**config.mk**
```make
export PLATFORM = sky130hd
export DESIGN_NAME = fpa_front
export DESIGN_NICKNAME = d
export VERILOG_FILES = /design/src/rtl/fpa_pkg.sv /design/src/rtl/fpa_front.sv
export SDC_FILE = /design/constraint.sdc
export NUM_CORES = 2
export LEC_CHECK = 0
export ABC_CLOCK_PERIOD_IN_PS = 1800
export BUFFER_PORTS_ARGS = -buffer_cell sky130_fd_sc_hd__buf_2
export CAP_MARGIN = 20
export CORE_MARGIN = 2
export CORE_UTILIZATION = 55
export DETAILED_ROUTE_END_ITERATION = 12
export PLACE_DENSITY = 0.73
export SLEW_MARGIN = 20
export SYNTH_ARGS = -nofsm -noshare
export SYNTH_HDL_FRONTEND = slang
export SYNTH_SLANG_ARGS = --single-unit
```
**constraint.sdc**
```tcl
create_clock -name clk -period 1.8 [get_ports clk]
set_clock_uncertainty 0.2 [all_clocks]
set_input_delay 0.36 -clock clk [delete_from_list [all_inputs] [get_ports clk]]
set_output_delay 0.36 -clock clk [all_outputs]
set_load 0.005 [all_outputs]
```
**src/rtl/fpa_pkg.sv**
```systemverilog
package fpa_pkg;

    // Width of the word fields on the ports
    localparam int WORD_WIDTH = 32;

    // Defaults for the top-level parameters
    localparam int FRAC_BITS_DEFAULT  = 8;
    localparam int DATA_WIDTH_DEFAULT = 32;

    localparam int OPCODE_WIDTH = 4;

    typedef enum logic [OPCODE_WIDTH-1:0] {
        OP_ADD     = 4'd0,
        OP_SUB     = 4'd1,
        OP_MUL     = 4'd2,
        OP_DIV     = 4'd3,
        OP_EQ      = 4'd4,
        OP_NE      = 4'd5,
        OP_GT      = 4'd6,
        OP_LT      = 4'd7,
        OP_GE      = 4'd8,
        OP_LE      = 4'd9,
        OP_MIN     = 4'd10,
        OP_MAX     = 4'd11,
        OP_INC     = 4'd12,
        OP_DEC     = 4'd13,
        OP_FROMINT = 4'd14,
        OP_TOINT   = 4'd15
    } opcode_t;

endpackage

```
**src/rtl/fpa_front.sv**
```systemverilog
// Entry stage: decode, simple operations, multiplier, divider setup.
module fpa_front #(
    parameter int DW = 32,
    parameter int FB = 8,
    parameter int NQ = 40
) (
    input  logic                      clk,
    input  logic                      rst_n,
    input  logic                      en,
    input  logic                      in_valid,
    input  logic [3:0]                opcode,
    input  logic [DW-1:0]             a_word,
    input  logic [DW-1:0]             b_word,
    output logic                      out_valid,
    output logic [3:0]                out_op,
    output logic [DW-1:0]             out_simple,
    output logic                      out_cmp,
    output logic                      out_dz,
    output logic                      out_neg,
    output logic signed [2*DW-1:0]    out_prod,
    output logic [NQ-1:0]             out_dividend,
    output logic [DW-1:0]             out_divisor
);

    logic signed [DW-1:0]   a_s;
    logic signed [DW-1:0]   b_s;
    logic [DW-1:0]          mag_a;
    logic [DW-1:0]          mag_b;
    logic [DW-1:0]          simple_next;
    logic                   cmp_next;
    logic                   dz_next;
    logic                   neg_next;
    logic signed [2*DW-1:0] prod_next;
    logic [NQ-1:0]          dividend_next;

    logic                   valid_reg;
    logic [3:0]             op_reg;
    logic [DW-1:0]          simple_reg;
    logic                   cmp_reg;
    logic                   dz_reg;
    logic                   neg_reg;
    logic signed [2*DW-1:0] prod_reg;
    logic [NQ-1:0]          dividend_reg;
    logic [DW-1:0]          divisor_reg;

    assign a_s = signed'(a_word);
    assign b_s = signed'(b_word);

    // Operand magnitudes for the divider
    assign mag_a         = a_word[DW-1] ? DW'(-a_word) : a_word;
    assign mag_b         = b_word[DW-1] ? DW'(-b_word) : b_word;
    assign dividend_next = NQ'(mag_a) << FB;
    assign neg_next      = a_word[DW-1] ^ b_word[DW-1];
    assign prod_next     = (2*DW)'(a_s) * (2*DW)'(b_s);

    // Simple operations and compares
    always_comb
    begin
        simple_next = '0;
        cmp_next    = 1'b0;
        dz_next     = 1'b0;
        unique case (fpa_pkg::opcode_t'(opcode))
            fpa_pkg::OP_ADD:     simple_next = a_word + b_word;
            fpa_pkg::OP_SUB:     simple_next = a_word - b_word;
            fpa_pkg::OP_MUL:     simple_next = '0;
            fpa_pkg::OP_DIV:     dz_next = (b_word == '0);
            fpa_pkg::OP_EQ:      cmp_next = (a_s == b_s);
            fpa_pkg::OP_NE:      cmp_next = (a_s != b_s);
            fpa_pkg::OP_GT:      cmp_next = (a_s > b_s);
            fpa_pkg::OP_LT:      cmp_next = (a_s < b_s);
            fpa_pkg::OP_GE:      cmp_next = (a_s >= b_s);
            fpa_pkg::OP_LE:      cmp_next = (a_s <= b_s);
            fpa_pkg::OP_MIN:     simple_next = (a_s > b_s) ? b_word : a_word;
            fpa_pkg::OP_MAX:     simple_next = (a_s > b_s) ? a_word : b_word;
            fpa_pkg::OP_INC:     simple_next = a_word + DW'(1);
            fpa_pkg::OP_DEC:     simple_next = a_word - DW'(1);
            fpa_pkg::OP_FROMINT: simple_next = a_word << FB;
            fpa_pkg::OP_TOINT:   simple_next = DW'(a_s >>> FB);
            default:             simple_next = '0;
        endcase
    end

    always_ff @(posedge clk or negedge rst_n)
    begin
        if (!rst_n)
        begin
            valid_reg <= 1'b0;
        end
        else if (en)
        begin
            valid_reg <= in_valid;
        end
    end

    always_ff @(posedge clk)
    begin
        if (en)
        begin
            op_reg       <= opcode;
            simple_reg   <= simple_next;
            cmp_reg      <= cmp_next;
            dz_reg       <= dz_next;
            neg_reg      <= neg_next;
            prod_reg     <= prod_next;
            dividend_reg <= dividend_next;
            divisor_reg  <= mag_b;
        end
    end

    assign out_valid    = valid_reg;
    assign out_op       = op_reg;
    assign out_simple   = simple_reg;
    assign out_cmp      = cmp_reg;
    assign out_dz       = dz_reg;
    assign out_neg      = neg_reg;
    assign out_prod     = prod_reg;
    assign out_dividend = dividend_reg;
    assign out_divisor  = divisor_reg;

endmodule

```
; Word level (Yosys, flattened, before mapping)
; Cells that the tools add are included.
[op_classes]
bitwise_logic = 1
n_mul = 1
n_mux = 6
n_eq_ne = 16
addsub = 6
n_reduce_logical = 2
order_cmp = 4
[ops]
columns = op, n
row1 = case mux 32 bit (8 select lines), 1
row2 = multiplier 32 x 32 -> 64 bit, 1
row3 = 2-to-1 mux 32 bit, 2
row4 = negation 32 bit, 2
row5 = 2-to-1 mux 31 bit, 2
row6 = adder 32 x 1 -> 32 bit (second input constant), 1
row7 = adder 32 bit, 1
row8 = equality test 32 bit, 1
row9 = equality test 4 bit (second input constant), 8
row10 = >= comparator 32 bit, 1
row11 = > comparator 32 bit, 1
row12 = <= comparator 32 bit, 1
row13 = zero test 32 bit, 1
row14 = less-than comparator 32 bit, 1
row15 = inequality test 32 bit, 1
row16 = subtractor 32 x 1 -> 32 bit (second input constant), 1
row17 = subtractor 32 bit, 1
row18 = equality test 4 x 3 -> 1 bit (second input constant), 4
row19 = case mux 1 bit (6 select lines), 1
row20 = equality test 4 x 1 -> 1 bit (second input constant), 1
row21 = equality test 4 x 2 -> 1 bit (second input constant), 1
row22 = zero test 4 bit, 1
row23 = bitwise XOR 1 bit, 1
[word_totals]
word_cells = 47
input_bits = 72
regBits = 168

; Depth between registers and ports, before layout
[depth]
ltp_word = 3
depth_mapped = 31

; Least setup slack after synthesis
; Ideal clock, no wire load.
[synth_timing]
path_kind = input-to-reg
from = input port a_word[31]
to = register prod_reg[57] (netlist: out_prod[57]) (data pin)
cell_stages = 31
arrival_ps = 8152
t_required_ps = 1338
setup_ps = 262
setup_slack_ps = -6814
cell_sequence = clkbuf_1 -> clkbuf_1 -> clkbuf_1 -> nand2_1 -> inv_1 -> fa_1 -> inv_1 -> fa_1 -> inv_1 -> fa_1 -> fa_1 -> inv_1 -> fa_1 -> inv_1 -> fa_1 -> inv_1 -> fa_1 -> inv_1 -> fa_1 -> ha_1 -> clkbuf_1 -> a21o_1 -> a21oi_1 -> nor2b_1 -> a31oi_1 -> inv_1 -> a211o_1 -> a21o_1 -> a41oi_1 -> o21bai_1 -> xor2_1
[synth_via]
elab_chain_cells = 1
[synth_lines]
columns = item, line_no
row1 = start: declaration, fpa_front.sv:12  ; input logic [DW-1:0] a_word,
row2 = multiplier 32 x 32 -> 64 bit, fpa_front.sv:54  ; assign prod_next = (2*DW)'(a_s) * (2*DW)'(b_s);
row3 = named net prod_next[57], fpa_front.sv:33  ; logic signed [2*DW-1:0] prod_next;
row4 = end signal: assignment, fpa_front.sv:104  ; prod_reg <= prod_next;
row5 = end: declaration, fpa_front.sv:42  ; logic signed [2*DW-1:0] prod_reg;
; The timed path passes the listed nets, and every way through them passes these cells.
; A chain may end at the register's enable or synchronous reset.

; Final worst setup path
[layout_timing]
from = input port a_word[13]
to = register prod_reg[56] (netlist: out_prod[56]) (data pin)
; The elaborated chain is that of the path after synthesis.

==> summary.txt <==
Layout fillers -> 6129
Pre-CTS worst setup slack -> -6740 ps
DRT iter0 DRCs -> 3095
Tcrit/Tclk final -> 426%
Post-Synthesis Cells -> 4993
Insertion delay to the later sink of the worst-skew pair -> 510 ps
R2R Path End -> out_valid
Failing checks -> setup timing
Area added between synthesis and finish -> 28.3%
Final hold violations -> 0
Avg Vias per Cell -> 5.57
Buf/Inv on CP -> 6
Setup-failing EPs final -> 145
Worst EP required -> 1880 ps
Crit path time final -> 7660 ps
Area of the multi-input gates -> 39800 µm²
F_max -> 131 MHz
Measured slew at the worst slew-check pin -> 753 ps
Setup ws final -> -5860 ps
Synth top area cells -> fa_1 (46%), edfxtp_1 (11%), inv_1 (8.1%), ha_1 (7.4%), and2_1 (6.0%)
Post-synthesis area per instance -> 9.50 µm²
Synth Flop Type -> edfxtp_1
Port Buffers -> 239
Wire length per cell -> 22.0 µm
Met3 Usage GRT -> 5.65%
Total GRT Usage -> 36.5%
DRC -> 0
Antenna Nets Post-Route -> 0
Internal reg-to-reg setup slack -> 820 ps
Worst relative slew slack -> 49.5%
Synthesized flop and latch total -> 168
Die height -> 298 µm
First-pass DRT Iterations -> 6
CTS tree -> done
Via count -> 39600
Netlist cell types -> 77
Total gr overflow -> 0
Worst R2R Path Depth -> 1
GRT Max-Usage Layer -> met2
Crit-path max FO -> 6
Worst Setup SP -> a_word[13]
Root buffer cell -> clkbuf_16
Sequential fraction of the synthesis area -> 10.6%
IO Count -> 248
Die Wd -> 298 µm
Post-synth EDFFs -> 167
Fin Setup TNS -> -396110 ps
Total Wirelength -> 156 mm
Setup crit end kind -> flip-flop
Inserted Clock Buffers -> 17
Status -> complete, but fails checks
Critical path's most frequent cell -> fa_1
# nets final -> 7372
Synth area leader -> fa_1
Worst Path Arrival -> 7740 ps
RSZ-0062 raised after global routing -> true
Layout cells sized above 1 -> 28.0%
Die footprint -> 88600 µm²
Worst hold path type -> input port to flip-flop
Clock slew at reported path FFs -> 80 ps
Critical Path Stages -> 27
Gpl congestion -> 0.993
Mapped Area -> 47400 µm²
Slowest-stage cell, CP -> fa_1
CP Class -> input port to flip-flop
Initial antenna violation count -> 14
CTS max path bufs -> 2
Grt met1 use -> 43.0%
Leading cell type in the layout, fill and taps excluded -> fa_1
Final slew viol count -> 0
RR Startpoint -> out_valid
CP Launch Type -> input port
Core Region -> 85300 µm²
Critical Path Max Stage Delay -> 580 ps
Register area -> 5040 µm²
HPWL Detailed -> 128 mm
Rows -> 107
Global Route met2 Usage -> 61.3%
First-pass GRT wire length -> 244 mm
Max_cap viols -> 0
Most frequent cells in the layout -> fa_1 (1028), inv_1 (992), buf_4 (852)
Initial Utilization -> 55.6%
Largest net degree at the start of global routing -> 60
Cell family with most CP delay -> adder cells
Vias in the first global route -> 43900
Clock Sink Count -> 168
H-Tree Depth -> 4
Crit path to -> out_prod[56]
Yosys warns -> 0
Post-synth top area share -> 45.7%
Synth async-reset ratio -> 0.595%
-- through the flow --
step	util (%)	cells	hold WS (ps)	area, µm²
3_3_place_gp	67.5	6971	-65.5	57600
3_5_place_dp	67.5	6971	-58.9	57600
6_report	71.4	7106	29.9	60900
2_1_floorplan	-	5000	-136	50100
4_1_cts	70.2	7063	1.64	59800
5_1_grt	71.4	7104	17.9	60900
-- final cells by class --
cell class	count	share of cell area (%)
multi-input combinational	3506	65.4
timing repair buffer	1212	16.5
clock buffer	18	0.705
clock inverter	14	0.306
tap	1144	2.35
inverter	1030	6.44
antenna	14	0.0576
sequential	168	8.28
-- metal layers --
layer,routed length (µm),part of all wire (%),vias to the layer above
met2,76500,49,1869
met4,12700,8.1,0
met1,55300,35,20100
li1,-,-,17000
met5,0,0,-
met3,11600,7.5,602
-- flip-flops by register name, indices dropped and copies added (netlist names) --
name and cells:
out_dz 1, out_cmp 1, out_prod 64, out_divisor 32, out_op 4, out_simple 32
out_dividend 32, out_neg 1, out_valid 1
-- synthesized netlist by cell type, types with 6 or more instances --
| cell | count |
|---|---|
| a211oi_1 | 11 |
| a21o_1 | 66 |
| a21oi_1 | 179 |
| a221oi_1 | 13 |
| a222oi_1 | 16 |
| a31oi_1 | 13 |
| and2_1 | 454 |
| buf_1 | 19 |
| buf_4 | 8 |
| clkbuf_1 | 264 |
| edfxtp_1 | 167 |
| fa_1 | 1084 |
| ha_1 | 281 |
| inv_1 | 1026 |
| mux2i_1 | 6 |
| nand2_1 | 563 |
| nand2b_1 | 24 |
| nand3_1 | 35 |
| nand4_1 | 17 |
| nor2_1 | 191 |
| nor2b_1 | 13 |
| nor3_1 | 26 |
| nor4_1 | 9 |
| o211ai_1 | 10 |
| o21a_1 | 16 |
| o21ai_0 | 88 |
| o21ai_1 | 13 |
| o21bai_1 | 26 |
| o221ai_1 | 14 |
| o31ai_1 | 10 |
| o41ai_1 | 6 |
| or3_1 | 18 |
| xnor2_1 | 162 |
| xor2_1 | 53 |
-- timing repair --
action / in CTS / in global routing
endpoints found under the hold margin: 6 / 0
pin swaps: 112 / 120
setup buffers: 57 / 39
setup endpoints to repair: 144 / 148
hold buffers: 7 / 0
gates cloned: 0 / 4
resized for setup: 287 / 191
-- logic make-up after synthesis --
| logic type | share of synthesized area, % |
|---|---|
| compound gates | 7.20 |
| xor+xnor | 4.00 |
| fa+ha+maj | 53.1 |
| buf+inv | 10.6 |
| flops | 10.6 |
| mux | 0.198 |
| other cells | 0.00790 |
| simple gates | 14.3 |
-- worst min-delay path by stage --
stage / endpoint / depth (start not counted) / startpoint
floorplan: out_valid / 0 / rst_n
global placement: out_valid / 1 / rst_n
detailed placement: out_valid / 1 / rst_n
CTS: out_op[1] / 2 / opcode[1]
global route: out_op[1] / 2 / opcode[1]
finish: out_op[1] / 2 / opcode[1]
Power is left out: the tool's default activity adds up to more than one toggle a clock period on the data nets, which glitch-free logic cannot reach.
